<file path="src/rtl/core/sha256_stream_hasher_top_assert.svh">
// Assertion macros for the streaming SHA-256 hasher.
`ifndef SHA256_STREAM_HASHER_TOP_ASSERT_SVH
`define SHA256_STREAM_HASHER_TOP_ASSERT_SVH

// Implication checked on every clock edge outside reset.
`define SHA_ASSERT_IMP(label, ante, cons, msg) \
  label: assert property (@(posedge clk_i) disable iff (!rst_ni) (ante) |-> (cons)) \
    else $error(msg);

// Implication whose consequent is checked in the cycle after the antecedent.
`define SHA_ASSERT_NEXT(label, ante, cons, msg) \
  label: assert property (@(posedge clk_i) disable iff (!rst_ni) (ante) |=> (cons)) \
    else $error(msg);

`endif

</file>
<file path="src/rtl/core/sha_pkg.sv">
// Shared constants, control types and the rotate function for the SHA-256 hasher.
package sha_pkg;

  localparam logic [31:0] RoundK [64] = '{
    32'h428a2f98, 32'h71374491, 32'hb5c0fbcf, 32'he9b5dba5,
    32'h3956c25b, 32'h59f111f1, 32'h923f82a4, 32'hab1c5ed5,
    32'hd807aa98, 32'h12835b01, 32'h243185be, 32'h550c7dc3,
    32'h72be5d74, 32'h80deb1fe, 32'h9bdc06a7, 32'hc19bf174,
    32'he49b69c1, 32'hefbe4786, 32'h0fc19dc6, 32'h240ca1cc,
    32'h2de92c6f, 32'h4a7484aa, 32'h5cb0a9dc, 32'h76f988da,
    32'h983e5152, 32'ha831c66d, 32'hb00327c8, 32'hbf597fc7,
    32'hc6e00bf3, 32'hd5a79147, 32'h06ca6351, 32'h14292967,
    32'h27b70a85, 32'h2e1b2138, 32'h4d2c6dfc, 32'h53380d13,
    32'h650a7354, 32'h766a0abb, 32'h81c2c92e, 32'h92722c85,
    32'ha2bfe8a1, 32'ha81a664b, 32'hc24b8b70, 32'hc76c51a3,
    32'hd192e819, 32'hd6990624, 32'hf40e3585, 32'h106aa070,
    32'h19a4c116, 32'h1e376c08, 32'h2748774c, 32'h34b0bcb5,
    32'h391c0cb3, 32'h4ed8aa4a, 32'h5b9cca4f, 32'h682e6ff3,
    32'h748f82ee, 32'h78a5636f, 32'h84c87814, 32'h8cc70208,
    32'h90befffa, 32'ha4506ceb, 32'hbef9a3f7, 32'hc67178f2
  };

  localparam logic [31:0] InitHash [8] = '{
    32'h6a09e667, 32'hbb67ae85, 32'h3c6ef372, 32'ha54ff53a,
    32'h510e527f, 32'h9b05688c, 32'h1f83d9ab, 32'h5be0cd19
  };

  localparam logic [7:0] PadByte = 8'h80;
  localparam logic [5:0] LenPos  = 6'd56;

  typedef logic [31:0] word_t;

  // Control between sequencer and round unit
  typedef struct packed {
    logic       start;   // load working vars from chaining value
    logic       round;   // perform one round
    logic [5:0] rnd;     // round number
    logic       fold;    // add working vars into chaining value
    logic       reinit;  // chaining value back to H0
  } rnd_ctrl_t;

  function automatic word_t rotr(input word_t x, input int unsigned n);
    rotr = (x >> n) | (x << (32 - n));
  endfunction

endpackage

</file>
<file path="src/rtl/core/sha_round.sv">
// Shared SHA-256 round unit: one compression round per cycle, owns the state.
module sha_round
  import sha_pkg::*;
(
  input  logic        clk_i,
  input  logic        rst_ni,
  input  rnd_ctrl_t   ctrl_i,
  input  word_t       w_i,
  input  logic [2:0]  rd_idx_i,
  output word_t       hash_o
);

  word_t cv_q [8];
  word_t v_q  [8];
  word_t t1, t2;

  // Round arithmetic
  always_comb begin
    t1 = v_q[7] + (rotr(v_q[4], 6) ^ rotr(v_q[4], 11) ^ rotr(v_q[4], 25))
       + ((v_q[4] & v_q[5]) ^ (~v_q[4] & v_q[6])) + RoundK[ctrl_i.rnd] + w_i;
    t2 = (rotr(v_q[0], 2) ^ rotr(v_q[0], 13) ^ rotr(v_q[0], 22))
       + ((v_q[0] & v_q[1]) ^ (v_q[0] & v_q[2]) ^ (v_q[1] & v_q[2]));
  end

  // Working variables
  always_ff @(posedge clk_i) begin
    if (ctrl_i.start) begin
      v_q <= cv_q;
    end else if (ctrl_i.round) begin
      v_q[7] <= v_q[6];
      v_q[6] <= v_q[5];
      v_q[5] <= v_q[4];
      v_q[4] <= v_q[3] + t1;
      v_q[3] <= v_q[2];
      v_q[2] <= v_q[1];
      v_q[1] <= v_q[0];
      v_q[0] <= t1 + t2;
    end
  end

  // Chaining value
  always_ff @(posedge clk_i or negedge rst_ni) begin
    if (!rst_ni) begin
      cv_q <= InitHash;
    end else if (ctrl_i.reinit) begin
      cv_q <= InitHash;
    end else if (ctrl_i.fold) begin
      for (int i = 0; i < 8; i++) cv_q[i] <= cv_q[i] + v_q[i];
    end
  end

  assign hash_o = cv_q[rd_idx_i];

endmodule

</file>
<file path="src/rtl/core/sha_sched.sv">
// Message buffer and rolling 16-word schedule window.
module sha_sched
  import sha_pkg::*;
(
  input  logic        clk_i,
  input  logic        wr_i,
  input  logic [5:0]  wr_pos_i,
  input  logic [7:0]  wr_byte_i,
  input  logic        round_i,
  input  logic [5:0]  rnd_i,
  output word_t       w_o
);

  // window held as 16 words; bytes land in it directly, big-endian
  word_t win_q [16];
  word_t w2, w7, w15, w16, wn;
  logic [3:0] ri;

  always_comb begin
    ri  = rnd_i[3:0];
    w2  = win_q[4'(ri - 4'd2)];
    w7  = win_q[4'(ri - 4'd7)];
    w15 = win_q[4'(ri - 4'd15)];
    w16 = win_q[ri];
    wn  = (rotr(w2, 17) ^ rotr(w2, 19) ^ (w2 >> 10)) + w7
        + (rotr(w15, 7) ^ rotr(w15, 18) ^ (w15 >> 3)) + w16;
    w_o = (rnd_i < 6'd16) ? w16 : wn;
  end

  always_ff @(posedge clk_i) begin
    if (wr_i) begin
      case (wr_pos_i[1:0])
        2'd0:    win_q[wr_pos_i[5:2]][31:24] <= wr_byte_i;
        2'd1:    win_q[wr_pos_i[5:2]][23:16] <= wr_byte_i;
        2'd2:    win_q[wr_pos_i[5:2]][15:8]  <= wr_byte_i;
        default: win_q[wr_pos_i[5:2]][7:0]   <= wr_byte_i;
      endcase
    end else if (round_i && rnd_i >= 6'd16) begin
      win_q[ri] <= wn;
    end
  end

endmodule

</file>
<file path="src/rtl/core/sha256_stream_hasher_top.sv">
// Streaming SHA-256 hasher top level: byte intake, padding sequencer, digest output.
// Usage: absorb bytes (command 0) one per request; finish (command 1) pads the
// message and emits eight digest words, index 0 first, last_word on index 7.
// An absorb request writes one byte, and the 64th byte of a block starts a
// compression (one round per cycle in the shared round unit, then a fold).
// A finish takes the zero fill up to byte 56 (one byte per cycle), the eight length
// bytes and a compression (two compressions plus a fill of 64 when 56 or more
// bytes are pending), then eight output words. in_stall_o is high throughout.
`include "sha256_stream_hasher_top_assert.svh"
module sha256_stream_hasher_top
  import sha_pkg::*;
(
  input  logic        clk_i,
  input  logic        rst_ni,
  input  logic        in_valid_i,
  output logic        in_stall_o,
  input  logic        command_i,
  input  logic [7:0]  data_byte_i,
  output logic        out_valid_o,
  input  logic        out_stall_i,
  output logic [31:0] digest_word_o,
  output logic [2:0]  word_index_o,
  output logic        last_word_o
);

  localparam logic [2:0] StIdle = 3'd0;
  localparam logic [2:0] StPad  = 3'd1;
  localparam logic [2:0] StComp = 3'd2;
  localparam logic [2:0] StFold = 3'd3;
  localparam logic [2:0] StOut  = 3'd4;

  logic [2:0]  state_q, state_d;
  logic [60:0] cnt_q, cnt_d;
  logic [5:0]  pos_q, pos_d;     // fill position during padding
  logic [6:0]  rnd_q, rnd_d;
  logic        fin_q, fin_d;     // finishing message
  logic        lenblk_q, lenblk_d; // current pad block carries the length
  logic [2:0]  oidx_q, oidx_d;
  logic        ovld_q, ovld_d;
  logic        accept;
  logic        wr;
  logic [5:0]  wr_pos;
  logic [7:0]  wr_byte;
  logic [63:0] bits;
  rnd_ctrl_t   ctrl;
  word_t       w, hash;

  assign accept     = in_valid_i && !in_stall_o;
  assign in_stall_o = (state_q != StIdle);
  assign bits       = {cnt_q, 3'b000};

  // Sequencer
  always_comb begin
    state_d  = state_q;
    cnt_d    = cnt_q;
    pos_d    = pos_q;
    rnd_d    = rnd_q;
    fin_d    = fin_q;
    lenblk_d = lenblk_q;
    oidx_d   = oidx_q;
    ovld_d   = ovld_q;
    wr       = 1'b0;
    wr_pos   = pos_q;
    wr_byte  = 8'h00;
    ctrl     = '0;
    ctrl.rnd = rnd_q[5:0];
    case (state_q)
      StIdle: begin
        if (accept) begin
          wr     = 1'b1;
          wr_pos = cnt_q[5:0];
          if (!command_i) begin
            wr_byte = data_byte_i;
            cnt_d   = cnt_q + 61'd1;
            if (cnt_q[5:0] == 6'd63) begin
              ctrl.start = 1'b1;
              rnd_d      = '0;
              fin_d      = 1'b0;
              state_d    = StComp;
            end
          end else begin
            wr_byte  = PadByte;
            fin_d    = 1'b1;
            lenblk_d = (cnt_q[5:0] < LenPos);
            pos_d    = cnt_q[5:0] + 6'd1;
            state_d  = StPad;
            if (cnt_q[5:0] == 6'd63) begin
              ctrl.start = 1'b1;
              rnd_d      = '0;
              state_d    = StComp;
            end
          end
        end
      end
      StPad: begin
        wr = 1'b1;
        if (lenblk_q && pos_q >= LenPos) begin
          wr_byte = bits[63 - 8 * (32'(pos_q) - 56) -: 8];
        end
        pos_d = pos_q + 6'd1;
        if (pos_q == 6'd63) begin
          ctrl.start = 1'b1;
          rnd_d      = '0;
          state_d    = StComp;
        end
      end
      StComp: begin
        ctrl.round = 1'b1;
        rnd_d      = rnd_q + 7'd1;
        if (rnd_q == 7'd63) state_d = StFold;
      end
      StFold: begin
        ctrl.fold = 1'b1;
        if (!fin_q) begin
          state_d = StIdle;
        end else if (!lenblk_q) begin
          lenblk_d = 1'b1;
          pos_d    = '0;
          state_d  = StPad;
        end else begin
          oidx_d  = '0;
          ovld_d  = 1'b1;
          state_d = StOut;
        end
      end
      StOut: begin
        if (!out_stall_i) begin
          oidx_d = oidx_q + 3'd1;
          if (oidx_q == 3'd7) begin
            ovld_d      = 1'b0;
            ctrl.reinit = 1'b1;
            cnt_d       = '0;
            fin_d       = 1'b0;
            state_d     = StIdle;
          end
        end
      end
      default: state_d = StIdle;
    endcase
  end

  always_ff @(posedge clk_i or negedge rst_ni) begin
    if (!rst_ni) begin
      state_q  <= StIdle;
      cnt_q    <= '0;
      pos_q    <= '0;
      rnd_q    <= '0;
      fin_q    <= 1'b0;
      lenblk_q <= 1'b0;
      oidx_q   <= '0;
      ovld_q   <= 1'b0;
    end else begin
      state_q  <= state_d;
      cnt_q    <= cnt_d;
      pos_q    <= pos_d;
      rnd_q    <= rnd_d;
      fin_q    <= fin_d;
      lenblk_q <= lenblk_d;
      oidx_q   <= oidx_d;
      ovld_q   <= ovld_d;
    end
  end

  sha_sched u_sched (
    .clk_i     (clk_i),
    .wr_i      (wr),
    .wr_pos_i  (wr_pos),
    .wr_byte_i (wr_byte),
    .round_i   (ctrl.round),
    .rnd_i     (rnd_q[5:0]),
    .w_o       (w)
  );

  sha_round u_round (
    .clk_i    (clk_i),
    .rst_ni   (rst_ni),
    .ctrl_i   (ctrl),
    .w_i      (w),
    .rd_idx_i (oidx_q),
    .hash_o   (hash)
  );

  assign out_valid_o   = ovld_q;
  assign digest_word_o = hash;
  assign word_index_o  = oidx_q;
  assign last_word_o   = (oidx_q == 3'd7);

  `SHA_ASSERT_IMP(a_out_only_in_out, out_valid_o, state_q == StOut, "output valid outside output phase")
  `SHA_ASSERT_IMP(a_busy_stall, state_q != StIdle, in_stall_o, "input taken while busy")
  `SHA_ASSERT_NEXT(a_last_done, out_valid_o && last_word_o && !out_stall_i, state_q == StIdle && cnt_q == '0, "no return to initial state after digest")
  `SHA_ASSERT_IMP(a_round_range, state_q == StComp, rnd_q < 7'd64, "round counter out of range")

endmodule

</file>
<file path="config.mk">
export PLATFORM = sky130hd
export DESIGN_NAME = sha256_stream_hasher_top
export DESIGN_NICKNAME = d
export VERILOG_FILES = /design/src/rtl/core/sha_pkg.sv /design/src/rtl/core/sha_round.sv /design/src/rtl/core/sha_sched.sv /design/src/rtl/core/sha256_stream_hasher_top.sv
export VERILOG_INCLUDE_DIRS = /design/src /design/src/rtl/core
export SDC_FILE = /design/constraint.sdc
export NUM_CORES = 2
export LEC_CHECK = 0
export ABC_AREA = 1
export BUFFER_PORTS_ARGS = -buffer_cell sky130_fd_sc_hd__buf_2
export CAP_MARGIN = 20
export CORE_ASPECT_RATIO = 1.25
export CORE_MARGIN = 2
export CORE_UTILIZATION = 59
export DETAILED_ROUTE_END_ITERATION = 10
export PLACE_DENSITY_LB_ADDON = 0.1
export SLEW_MARGIN = 25
export SYNTH_ARGS = -nofsm -noshare
export SYNTH_HDL_FRONTEND = slang
export SYNTH_SLANG_ARGS = --single-unit
</file>
<file path="constraint.sdc">
create_clock -name clk_i -period 10.7 [get_ports clk_i]
set_input_delay 0.535 -clock clk_i [delete_from_list [all_inputs] [get_ports clk_i]]
set_output_delay 0.535 -clock clk_i [all_outputs]
set_load 0.05 [all_outputs]
</file>
==> results summary <==
The area of the core region is 143000 µm². Data arrives at the worst endpoint at 10.94 ns. The global-route wire length before repair is 522 mm.

The timing-limited maximum frequency came out at 0.0959 GHz. The total routed wirelength came out at ~360 mm. After synthesis, the netlist uses 77 different library cells.

For this configuration, the core starts out at a cell density of 59.5%. The DRC violations left is 0. The max capacitance violation total is 0. The register cell area after layout came out at 31700 µm².

The detail-routed net length per standard cell came out at 27.7 µm. The number of synthesis warnings came out at 0. A synthesized cell averages 7.93 µm². In this run the critical register-to-register path is launched from rnd_q[1]$_DFFE_PN0P_.

Setup repair after global routing could not meet its margin everywhere. The worst hold path was traced through 3 stages. The setup clock skew after layout came out at 0.0526 ns.

The synthesized cell area came out at 85000 µm². The largest stage delay on the critical path is ~0.70 ns. TritonCTS built the clock tree.

The worst path uses 97.4% of the clock period. The worst max-slew margin expressed relative to the limit is 22.4%. The count of vias placed by the detailed router came out at 85900. In this run the number of H-tree levels came out at 3. The capture endpoint of the worst hold path is word_index_o[0]$_DFFE_PN0P_.

The root buffer cell chosen for the clock tree is sky130_fd_sc_hd__clkbuf_16. The required arrival time at the worst endpoint is ~11 ns. The floorplan die width came out at between 300 and 400 µm. The post-route non-filler standard cell count is 13100.

The endpoint of the lowest-slack register-to-register path is u_round.v_q[247]$_DFFE_PP_. The number of violations reported at the end of detailed-routing iteration 0 is 12200. The standard-cell row count is about 160. The post-synth net total is 11300.

The total routing usage reported by global routing is 47.8%. The worst hold path belongs to the class input port to flop. For the pin with the worst max-slew slack, the measured transition is ~1.2 ns. The count of TritonRoute iterations in the first routing pass came out at 9. After synthesis, the most frequently instantiated cells are sky130_fd_sc_hd__nand2_1 (2029), sky130_fd_sc_hd__o21ai_0 (1364), sky130_fd_sc_hd__inv_1 (1317). The post-layout net count is 11700. The share of the synthesized area in the top cell type came out at around 27%. For this run the aggregate overflow at the end of global routing stands at 0.

The most common cell in the synthesized netlist is sky130_fd_sc_hd__nand2_1. The count of buffers inserted at the top-level ports came out at 50. The number of enable-type register cells in the synthesized netlist came out at 768. The die area is 147000 µm². The share of cells above drive strength 1 came out at 12.7%. The number of nets with antenna violations after routing came out at 0.

The pin count of the biggest net entering global routing came out at approximately 220. The area growth from synthesis to layout is 13.6%. Tracing the worst setup path back leads to its startpoint at rnd_q[1]$_DFFE_PN0P_. The number of global-route vias before repair is 81700.

The fraction of registers with async set or reset after synthesis is 30.6%. The number of failing setup endpoints in the final timing report came out at 0. The clock net in this run drives a total of 1107 sinks. Dividing the detail-routed via count by the number of cells gives roughly 6.5.

The number of antenna violations at the first check in global routing came to 11. The sequential fraction of the synthesis area came out at a little under two fifths. The worst setup path is captured at a flop. In this run the deepest clock path goes through 3 buffers.

The placed instance count is 12900. The primary flip-flop cell chosen by synthesis mapping is sky130_fd_sc_hd__edfxtp_1. The final count of hold timing violations is 0. The number of storage elements in the synthesis netlist came out at 1107.

Adding up every negative setup slack in the final design gives 0 ns. Synthesis handed over a netlist of 10700 instances. The largest driver fanout on the critical path is 41. The setup check on the worst reg-to-reg path leaves a slack of 0.28 ns. The number of cell instances on the worst register-to-register path came out at 41. Clock-pin slew was measured on the worst setup and hold paths at 0.07 ns. The number of buffers created by CTS is 114. The weighted congestion reported at the end of routability-driven placement came out at 1.12. The number of inserted filler cells in the final layout is 11700. The die is 428 µm tall.

In this run the most critical hold path is launched from out_stall_i. The smallest clock period supported by the final layout is computed as 10.42 ns. The multi-input logic area came out at about 46000 µm². STA classifies the critical path startpoint as a flop. sky130_fd_sc_hd__edfxtp_1 takes more of the synthesized area than any other cell.

In the post-synthesis netlist, the biggest area contributors are sky130_fd_sc_hd__edfxtp_1 (27%), sky130_fd_sc_hd__nand2_1 (9.0%), sky130_fd_sc_hd__o21ai_0 (8.0%), sky130_fd_sc_hd__ha_1 (6.0%), sky130_fd_sc_hd__dfrtp_1 (6.0%). The insertion delay to the later sink of the worst-skew pair is 0.82 ns. The run finished with clean final reports. The count of final max-slew check failures was 0.

Summed over all nets, the half-perimeter wirelength after detailed placement is 267 mm. 51 I/O pins were placed. The category of the critical setup timing path is flop to flop. On the critical path, the stage with the largest delay is an instance of sky130_fd_sc_hd__xor2_1.
## final cells by class
cell class | instances | share of cell area (%)
diodes | 4 | 0.0104
clock buffers | 154 | 3.36
clock inverters | 63 | 0.802
inverters | 1344 | 5.27
multi-input cells | 7749 | 48.1
flip-flops and latches | 1107 | 32.9
well taps | 1884 | 2.44
repair buffers | 815 | 7.14
## stage by stage
| step | util [%] | area, µm² | setup WS [ns] | hold WS (ns) |
|---|---|---|---|---|
| 4_1_cts | 66.9 | 95600 | 0.00904 | 0.0442 |
| 3_3_place_gp | 64.0 | 91400 | 0.145 | 0.466 |
| 6_report | 67.5 | 96500 | 0.275 | 0.0652 |
| 3_5_place_dp | 64.0 | 91500 | -0.120 | 0.483 |
| 5_1_grt | 67.5 | 96500 | -0.0384 | 0.110 |
| 2_1_floorplan | - | 85000 | 0.131 | 0.239 |
## layout by cell type (no fill, tap or decap), types with 52 or more instances in the layout
cell type                   synthesis  final
sky130_fd_sc_hd__fa_1             195    195
sky130_fd_sc_hd__mux2i_1           82     81
sky130_fd_sc_hd__nor3_1           109    104
sky130_fd_sc_hd__nand4_1           54     54
sky130_fd_sc_hd__inv_1           1317   1308
sky130_fd_sc_hd__o211ai_1         135    135
sky130_fd_sc_hd__xor2_1           260    247
sky130_fd_sc_hd__a31oi_1          108    105
sky130_fd_sc_hd__buf_4             37    693
sky130_fd_sc_hd__dfrtp_1          203    198
sky130_fd_sc_hd__ha_1             409    403
sky130_fd_sc_hd__dfstp_2          136    136
sky130_fd_sc_hd__clkbuf_16          0    125
sky130_fd_sc_hd__nand2_1         2029   2028
sky130_fd_sc_hd__o21ai_0         1364   1329
sky130_fd_sc_hd__nor2_1           791    753
sky130_fd_sc_hd__a21oi_1          852    845
sky130_fd_sc_hd__o22ai_1          197    196
sky130_fd_sc_hd__nand3_1          375    373
sky130_fd_sc_hd__o21ai_1           91    106
sky130_fd_sc_hd__edfxtp_1         768    768
sky130_fd_sc_hd__xnor2_1          176    170
sky130_fd_sc_hd__buf_2             99     52
## critical path: cells and delay by family, from the launching register on
| family | cells | cell delay, ns |
|---|---|---|
| simple gates | 6 | 1.07 |
| buf+inv | 9 | 1.46 |
| flops | 1 | 0.44 |
| compound gates | 16 | 3.05 |
| xor+xnor | 3 | 1.11 |
| fa+ha+maj | 7 | 2.98 |
## state kept, by name, indices dropped and copies added, names as in the netlist
register       count
u_round.v_q      256
word_index_o       3
lenblk_q           1
u_round.cv_q     256
out_valid_o        1
u_sched.win_q    512
fin_q              1
state_q            3
rnd_q              7
cnt_q             61
pos_q              6
## logic make-up (layout without fill, tap and decap cells)
family / count (synthesis) / after routing / share of synthesized area, %
AOI/OAI and AO/OA: 3148 / 3148 / 21.1
adders and majority gates: 605 / 605 / 10.6
buffers and inverters: 1860 / 2376 / 8.78
DFF: 1107 / 1107 / 37.3
and+or+nand+nor: 3476 / 3476 / 16.7
muxes: 84 / 84 / 1.02
xor gates and xnor gates: 436 / 436 / 4.49
other: 0 / 4 / 0
## layer usage
layer | GRT usage [%] | up-vias | wire length [µm]
met4 | 44.0 | 6 | 44100
met5 | 0 | - | 37
li1 | - | 37500 | -
met1 | 54.0 | 39900 | 117000
met3 | 11.1 | 2092 | 42400
met2 | 74.7 | 6465 | 159000
## how the worst max path moves through the flow
stage / cells after the start / slack (ns) / to
after CTS: 52 / 0.009 / u_round.v_q[254]$_DFFE_PP_
after global placement: 51 / 0.15 / u_round.v_q[254]$_DFFE_PP_
after detailed placement: 50 / -0.12 / u_round.v_q[254]$_DFFE_PP_
after floorplan: 57 / 0.13 / u_round.v_q[255]$_DFFE_PP_
final: 41 / 0.28 / u_round.v_q[247]$_DFFE_PP_
after global routing: 55 / -0.04 / u_round.v_q[254]$_DFFE_PP_
## what timing repair did
item | CTS | global route
setup endpoints to repair | 2 | 29
pin swaps | 0 | 21
setup buffers | 0 | 17
hold endpoints to repair | 32 | 0
hold buffers | 1 | 0
gates resized for setup | 3 | 104
gates cloned | 0 | 9
Power is left out: the tool's default activity adds up to more than one toggle a clock period on the data nets, which glitch-free logic cannot reach.
